### src/hdl/b32e_pkg.sv
`timescale 1ns / 1ps
// ----------------------------------------------------------------------------
// b32e_pkg
// Shared types, constants and the character map of the base32 encoder.
// ----------------------------------------------------------------------------
package b32e_pkg;

	localparam logic [4:0] SYM_MASK    = 5'h1f;
	localparam logic [4:0] ALPHA_COUNT = 5'd26;
	localparam logic [6:0] CHAR_A      = 7'h61;	// 'a'
	localparam logic [6:0] CHAR_Z      = 7'h7a;	// 'z'
	localparam logic [6:0] CHAR_2      = 7'h32;	// '2'
	localparam logic [6:0] CHAR_7      = 7'h37;	// '7'

	localparam logic [2:0] POS_FIRST = 3'd0;
	localparam logic [2:0] POS_LAST  = 3'd4;

	typedef logic [2:0] pos_t;
	typedef logic [3:0] left_t;

	typedef struct packed {
		logic [6:0] symbol;
		logic       last_of_run;
		logic       message_done;
		logic       misaligned;
	} char_t;

	typedef struct packed {
		char_t chr0;
		char_t chr1;
		logic  two;
		pos_t  next_pos;
		left_t next_left;
	} pack_res_t;

	function automatic logic [6:0] to_char(input logic [4:0] v);
		logic [4:0] d;
		d = v - ALPHA_COUNT;
		if (v < ALPHA_COUNT) begin
			return CHAR_A + {2'b00, v};
		end
		return CHAR_2 + {2'b00, d};
	endfunction

endpackage

### src/hdl/b32e_ifs.sv
`timescale 1ns / 1ps
// ----------------------------------------------------------------------------
// b32e stream interfaces
// Byte channel into the encoder and character channel out of it.
// ----------------------------------------------------------------------------
interface b32e_byte_if;
	logic       valid;
	logic       ready;
	logic [7:0] data_byte;
	logic       end_of_data;

	modport source (output valid, output data_byte, output end_of_data, input ready);
	modport sink   (input valid, input data_byte, input end_of_data, output ready);
endinterface

interface b32e_char_if;
	logic       valid;
	logic       ready;
	logic [6:0] symbol;
	logic       last_of_run;
	logic       message_done;
	logic       misaligned;

	modport source (output valid, output symbol, output last_of_run,
		output message_done, output misaligned, input ready);
	modport sink   (input valid, input symbol, input last_of_run,
		input message_done, input misaligned, output ready);
endinterface

### src/hdl/base32_stream_encoder.sv
`timescale 1ns / 1ps
// ----------------------------------------------------------------------------
// base32_stream_encoder
// The first character of a byte is shown in the cycle after its beat is taken.
// Throughput: one byte per cycle at positions 0 and 2 while chars is ready;
// at 1, 3 and 4 the next byte waits until one of two characters has left;
// the two-entry register drains one character per cycle while chars is ready.
// Reset clears the group position, the leftover bits and the character count.
// ----------------------------------------------------------------------------
module base32_stream_encoder (
	input logic              clk,
	input logic              arst_n,
	b32e_byte_if.sink        octets,
	b32e_char_if.source      chars
);
	import b32e_pkg::*;

	pos_t      pos_q;
	left_t     left_q;
	char_t     head_q;
	char_t     tail_q;
	logic [1:0] cnt_q;
	pack_res_t res;
	logic      take;
	logic      pop;

	b32e_pack u_pack (
		.data_byte   (octets.data_byte),
		.end_of_data (octets.end_of_data),
		.pos         (pos_q),
		.left        (left_q),
		.res         (res)
	);

	// accept when the buffer is empty or its final character leaves now
	assign octets.ready = (cnt_q == 2'd0) || (cnt_q == 2'd1 && chars.ready);
	assign take = octets.valid && octets.ready;
	assign pop  = chars.valid && chars.ready;

	assign chars.valid        = (cnt_q != 2'd0);
	assign chars.symbol       = head_q.symbol;
	assign chars.last_of_run  = head_q.last_of_run;
	assign chars.message_done = head_q.message_done;
	assign chars.misaligned   = head_q.misaligned;

	always_ff @(posedge clk or negedge arst_n) begin
		if (!arst_n) begin
			pos_q  <= POS_FIRST;
			left_q <= '0;
			cnt_q  <= 2'd0;
		end else begin
			if (take) begin
				pos_q  <= res.next_pos;
				left_q <= res.next_left;
				cnt_q  <= res.two ? 2'd2 : 2'd1;
			end else if (pop) begin
				cnt_q <= cnt_q - 2'd1;
			end
		end
	end

	always_ff @(posedge clk) begin
		if (take) begin
			head_q <= res.chr0;
			tail_q <= res.chr1;
		end else if (pop) begin
			// advance the second character to the head
			head_q <= tail_q;
		end
	end

endmodule

### src/hdl/b32e_pack.sv
`timescale 1ns / 1ps
// ----------------------------------------------------------------------------
// b32e_pack
// Splits one byte plus the held bits into one or two base32 characters
// and works out the next group position and leftover bits.
// ----------------------------------------------------------------------------
module b32e_pack (
	input  logic [7:0]          data_byte,
	input  logic                end_of_data,
	input  b32e_pkg::pos_t      pos,
	input  b32e_pkg::left_t     left,
	output b32e_pkg::pack_res_t res
);
	import b32e_pkg::*;

	pos_t       p;
	logic [4:0] v0;
	logic [4:0] v1;
	left_t      nl;
	logic       two;
	logic       bad;

	always_comb begin
		// a stray position counts as the start of a group
		p = (pos > POS_LAST) ? POS_FIRST : pos;
		v1 = '0;
		unique case (p)
			3'd0: begin
				v0 = data_byte[7:3];
				nl = {1'b0, data_byte[2:0]};
				two = 1'b0;
			end
			3'd1: begin
				v0 = {left[2:0], data_byte[7:6]};
				v1 = data_byte[5:1];
				nl = {3'b000, data_byte[0]};
				two = 1'b1;
			end
			3'd2: begin
				v0 = {left[0], data_byte[7:4]};
				nl = data_byte[3:0];
				two = 1'b0;
			end
			3'd3: begin
				v0 = {left, data_byte[7]};
				v1 = data_byte[6:2];
				nl = {2'b00, data_byte[1:0]};
				two = 1'b1;
			end
			default: begin
				v0 = {left[1:0], data_byte[7:5]};
				v1 = data_byte[4:0] & SYM_MASK;
				nl = '0;
				two = 1'b1;
			end
		endcase

		bad = end_of_data && (p != POS_LAST);

		res.chr0.symbol       = to_char(v0);
		res.chr0.last_of_run  = !two;
		res.chr0.message_done = !two && end_of_data;
		res.chr0.misaligned   = bad;
		res.chr1.symbol       = to_char(v1);
		res.chr1.last_of_run  = 1'b1;
		res.chr1.message_done = end_of_data;
		res.chr1.misaligned   = bad;
		res.two               = two;

		if (end_of_data || p == POS_LAST) begin
			res.next_pos  = POS_FIRST;
			res.next_left = '0;
		end else begin
			res.next_pos  = p + 3'd1;
			res.next_left = nl;
		end
	end

endmodule

### src/flat_wrapper.sv
// flat-port wrapper written by rule: the top's interface ports become plain ports
module base32_stream_encoder_flat import b32e_pkg::*;
  (clk, arst_n, octets_valid, octets_data_byte, octets_end_of_data, octets_ready, chars_valid, chars_symbol, chars_last_of_run, chars_message_done, chars_misaligned, chars_ready);
  b32e_byte_if octets_i ();
  b32e_char_if chars_i ();
  input logic clk;
  input logic arst_n;
  input wire logic [$bits(octets_i.valid)-1:0] octets_valid;
  input wire logic [$bits(octets_i.data_byte)-1:0] octets_data_byte;
  input wire logic [$bits(octets_i.end_of_data)-1:0] octets_end_of_data;
  output wire logic [$bits(octets_i.ready)-1:0] octets_ready;
  output wire logic [$bits(chars_i.valid)-1:0] chars_valid;
  output wire logic [$bits(chars_i.symbol)-1:0] chars_symbol;
  output wire logic [$bits(chars_i.last_of_run)-1:0] chars_last_of_run;
  output wire logic [$bits(chars_i.message_done)-1:0] chars_message_done;
  output wire logic [$bits(chars_i.misaligned)-1:0] chars_misaligned;
  input wire logic [$bits(chars_i.ready)-1:0] chars_ready;
  assign octets_i.valid = octets_valid;
  assign octets_i.data_byte = octets_data_byte;
  assign octets_i.end_of_data = octets_end_of_data;
  assign octets_ready = octets_i.ready;
  assign chars_valid = chars_i.valid;
  assign chars_symbol = chars_i.symbol;
  assign chars_last_of_run = chars_i.last_of_run;
  assign chars_message_done = chars_i.message_done;
  assign chars_misaligned = chars_i.misaligned;
  assign chars_i.ready = chars_ready;
  base32_stream_encoder u_core (.clk(clk), .arst_n(arst_n), .octets(octets_i), .chars(chars_i));
endmodule
### config.mk
export PLATFORM = sky130hd
export DESIGN_NAME = base32_stream_encoder_flat
export DESIGN_NICKNAME = d
export VERILOG_FILES = /design/src/hdl/b32e_pkg.sv /design/src/hdl/b32e_ifs.sv /design/src/hdl/base32_stream_encoder.sv /design/src/hdl/b32e_pack.sv /design/src/flat_wrapper.sv
export SDC_FILE = /design/constraint.sdc
export NUM_CORES = 1
export LEC_CHECK = 0
export ABC_AREA = 1
export BUFFER_PORTS_ARGS = -buffer_cell sky130_fd_sc_hd__clkbuf_2
export CAP_MARGIN = 25
export CORE_UTILIZATION = 50
export DETAILED_ROUTE_END_ITERATION = 7
export GPL_TIMING_DRIVEN = 0
export PLACE_DENSITY_LB_ADDON = 0.08
export SYNTH_ARGS = -nofsm -noshare
export SYNTH_HDL_FRONTEND = slang
export SYNTH_HIERARCHICAL = 1
export SYNTH_SLANG_ARGS = --single-unit
### constraint.sdc
create_clock -name clk -period 3.3 [get_ports clk]
set_input_delay 0.33 -clock clk [delete_from_list [all_inputs] [get_ports clk]]
set_output_delay 0.33 -clock clk [all_outputs]
set_load 0.02 [all_outputs]
==> summary.md <==
| Metric | Value |
|---|---|
| Result of the run | finished clean |
| PD cells | 931 mW/mm^2 |
| Inserted Clock Buffers | 5 |
| Max cap viols | 0 |
| PortBufs | 24 |
| Worst-skew pair later-pin latency | around 0.28 ns |
| Proportion of layout cells with a drive suffix above 1 | 24.4% |
| DRT Wirelength | roughly 4500 um |
| Sequential share of the synthesized area | 35.4% |
| Total Power | 2.43 mW |
| # fillers | 429 |
| Final period util | 87.9% |
| CTS tree | done |
| Max Fclk | 345 MHz |
| Initial antenna violation count | 0 |
| Synth warnings | 6 |
| Pin count of the biggest net entering global routing | 20 |
| GRT Total Usage | 20.9% |
| Synthesis-stage register bit count | 29 |
| Core box area | ~0.0044 sq mm |
| Rel. slew slack | 66.0% |
| Vias in the first global route | 1890 |
| Grt total ovfl | 0 |
| ANT nets after route | 0 |
| Leakage power | 1.35 nW |
| Crit path time final | 2.90 ns |
| Setup-failing EPs final | 0 |
| Starting density of the core | a little over half |
| Hpwl dp | 3540 um |
| Worst-path maximum fanout | 10 |
| TNS Setup | 0 ns |
| First-pass GRT wire length | 8250 um |
| WS Path Type | reg2reg |
| Slew Viols, Final | 0 |
| Max Buffers Root-to-Sink | 2 |
| Placed Cells incl. Taps | 383 |
| Mapped Area | 0.00233 sq mm |
| Post-Syn Nets | 335 |
| Non-filler instance count after layout | a little under 400 |
| Worst-Margin Slew | 0.505 ns |
| Setup repair bufs after CTS | 0 |
| Routability cong. | 0.846 |
| Nets | 367 |
| Diodes inserted | 0 |
| CP startpoint kind | flop |
| Worst VDD drop | 0.389 mV |
| Die area | 0.00494 sq mm |
| RSZ-0062 raised after global routing | false |
| CP Data Arrival Time | 2.93 ns |
| Num Clock Sinks | 29 |
| CTS root buf | clkbuf_8 |
| Data required time of the worst path | 3.33 ns |
| Area grow syn2layout | 12.1% |
| Final Skew | 0.00482 ns |
| Row cnt | 24 |
| Syn_area_per_cell | 7.59 sq um |
| CTS H-tree depth | 2 |
| Drt first pass iters | 4 |
| Hold Crit Class | in2reg |
| I/O Pins | 25 |
| Final hold vios | 0 |
| Vias | 1938 |
| Die H | 70.3 um |
| Yosys top cell by area | edfxtp_1 |
| Via/cell ratio | 4.94 |
| Post-DR wirelength/cell | 11.4 um |
| Clock-pin slew on the worst setup and hold paths | 0.06 ns |
| Distinct cells, synth | 34 |
| Synthesized netlist cell count | slightly above 300 |
| Type of destination of the critical path | flop |
| Die X | 70.3 um |
| Initial DRC Count | between 80 and 90 |
| Ranking of synthesized cells by area | edfxtp_1 (26%), nand2_1 (18%), dfrtp_1 (9.7%), ha_1 (8.1%), nand3_1 (6.4%) |
| DRC violations left | 0 |
| Area share of the largest cell type after synthesis | 25.8% |
-- per-layer routing --
layer	up-vias	part of all wire, %	global-route usage [%]
li1	1025	-	-
met1	880	49	27.1
met2	27	46	34.5
met3	6	3.1	4.18
met4	0	1.5	7.78
met5	-	0	0
-- synthesized netlist by cell type --
library cell / count
nand3b_4: 1
inv_2: 5
and3_1: 1
or2_4: 1
nor2_1: 14
xor2_1: 2
nor2_2: 3
a21oi_2: 1
o21ai_1: 1
nor4_1: 1
buf_8: 1
nand3_2: 4
ha_1: 15
or2_2: 2
buf_2: 2
nand3_1: 30
inv_1: 32
nand2_1: 114
edfxtp_1: 20
a21oi_1: 3
o21ai_2: 2
conb_1: 1
nand4_1: 2
o211ai_1: 1
dfrtp_1: 9
nor2_4: 4
buf_4: 5
o21ai_0: 6
buf_6: 5
xnor2_1: 3
nand3_4: 1
nand2_4: 3
nand2_2: 11
or2_0: 1
-- metrics by stage --
stage          setup slack, ns  hold WS [ns]  utilization (%)  area, sq um
6_report                 0.401         0.379             59.2         2610
3_5_place_dp             0.303         0.197             57.0         2510
5_1_grt                 0.0987         0.406             59.2         2610
2_1_floorplan            0.663        0.0344                -         2330
3_3_place_gp             0.337         0.193             57.0         2510
4_1_cts                  0.300         0.376             59.0         2610
-- logic make-up (layout without fill, tap and decap cells) --
group | Yosys count | after routing | synth area share [%]
AO/OA/AOI/OAI | 14 | 14 | 3.60
XOR/XNOR | 5 | 5 | 1.88
adder cells (fa/ha/maj) | 15 | 15 | 8.06
buffers and inverters | 50 | 83 | 11.1
flip-flops | 29 | 29 | 35.4
other | 1 | 1 | 0.161
AND/OR/NAND/NOR | 193 | 193 | 39.8
-- sequential cells by signal, summed over array words and instances (netlist names) --
name / count
u_core/cnt_q: 2
u_core/chars.misaligned: 1
u_core/chars.symbol: 7
u_core/tail_q: 10
u_core/left_q: 4
u_core/chars.message_done: 1
u_core/pos_q: 3
u_core/chars.last_of_run: 1
-- layout make-up --
class                   instances  area [sq um]  area share (%)
clock buffers                   5          68.8            2.63
repair buffers                 25           130            4.98
clock inverters                 3          12.5           0.479
inverters                      37           139            5.32
flip-flops and latches         29           826            31.6
plain buffers                  13           119            4.55
well taps                      52          65.1            2.49
multi-input cells             228          1250            47.9
-- worst max-delay path, stage by stage, from the launching register on --
cell	delay, ns
dfrtp_1	0.40
inv_1	0.10
nand2_1	0.11
a21oi_2	0.23
ha_1	0.20
ha_1	0.16
buf_2	0.21
nand2_1	0.07
nand3_1	0.08
nor2_1	0.05
nand2_1	0.09
nand2_2	0.12
ha_1	0.25
nand3b_4	0.18
inv_2	0.08
nand2_4	0.07
nand2_1	0.08
o21ai_2	0.05
nand2_1	0.06
nand2_1	0.06
-- cell usage in the layout, fill, tap and decap left out, types with 2 or more instances in the layout --
cell type,n
nand3_2,4
inv_2,5
a21oi_2,2
clkbuf_2,24
nor2_4,4
nand3_1,30
clkinv_1,2
nand2_2,12
xor2_1,2
buf_6,5
nor2_2,3
inv_1,32
nand2_1,113
nand4_1,2
ha_1,15
nand2_4,3
dfrtp_1,9
nor2_1,14
buf_2,2
xnor2_1,3
a21oi_1,2
or2_2,2
clkbuf_8,5
edfxtp_1,20
buf_4,5
o21ai_0,6
o21ai_2,2
-- report_power, final --
part / leakage, nW / switching, mW / internal, mW
sequential: 0.300 / 0.0654 / 0.574
combinational: 1.01 / 0.964 / 0.558
clock: 0.0430 / 0.130 / 0.141
total: 1.35 / 1.16 / 1.27
-- final timing paths --
path / startpoint / end / slack [ns] / depth (start not counted)
hold reg to reg: u_core/cnt_q[1]$_DFFE_PN0P_ / u_core/cnt_q[1]$_DFFE_PN0P_ / 0.50 / 2
max in group asynchronous: arst_n / u_core/cnt_q[1]$_DFFE_PN0P_ / 2.68 / 2
setup / recovery: u_core/pos_q[0]$_DFFE_PN0P_ / u_core/chars.symbol[2]$_DFFE_PP_ / 0.40 / 19
min in group asynchronous: arst_n / u_core/pos_q[2]$_DFFE_PN0P_ / 0.43 / 2
setup reg to reg: u_core/pos_q[0]$_DFFE_PN0P_ / u_core/chars.symbol[2]$_DFFE_PP_ / 0.40 / 19
hold / removal: octets_end_of_data / u_core/left_q[2]$_DFFE_PN0P_ / 0.38 / 4
-- what timing repair did --
item,in CTS,in global routing
endpoints found under the setup margin,0,4
endpoints found under the hold margin,9,0
hold buffers,1,0
resized for setup,0,2
Note: power is estimated with default switching activity, not from simulation.
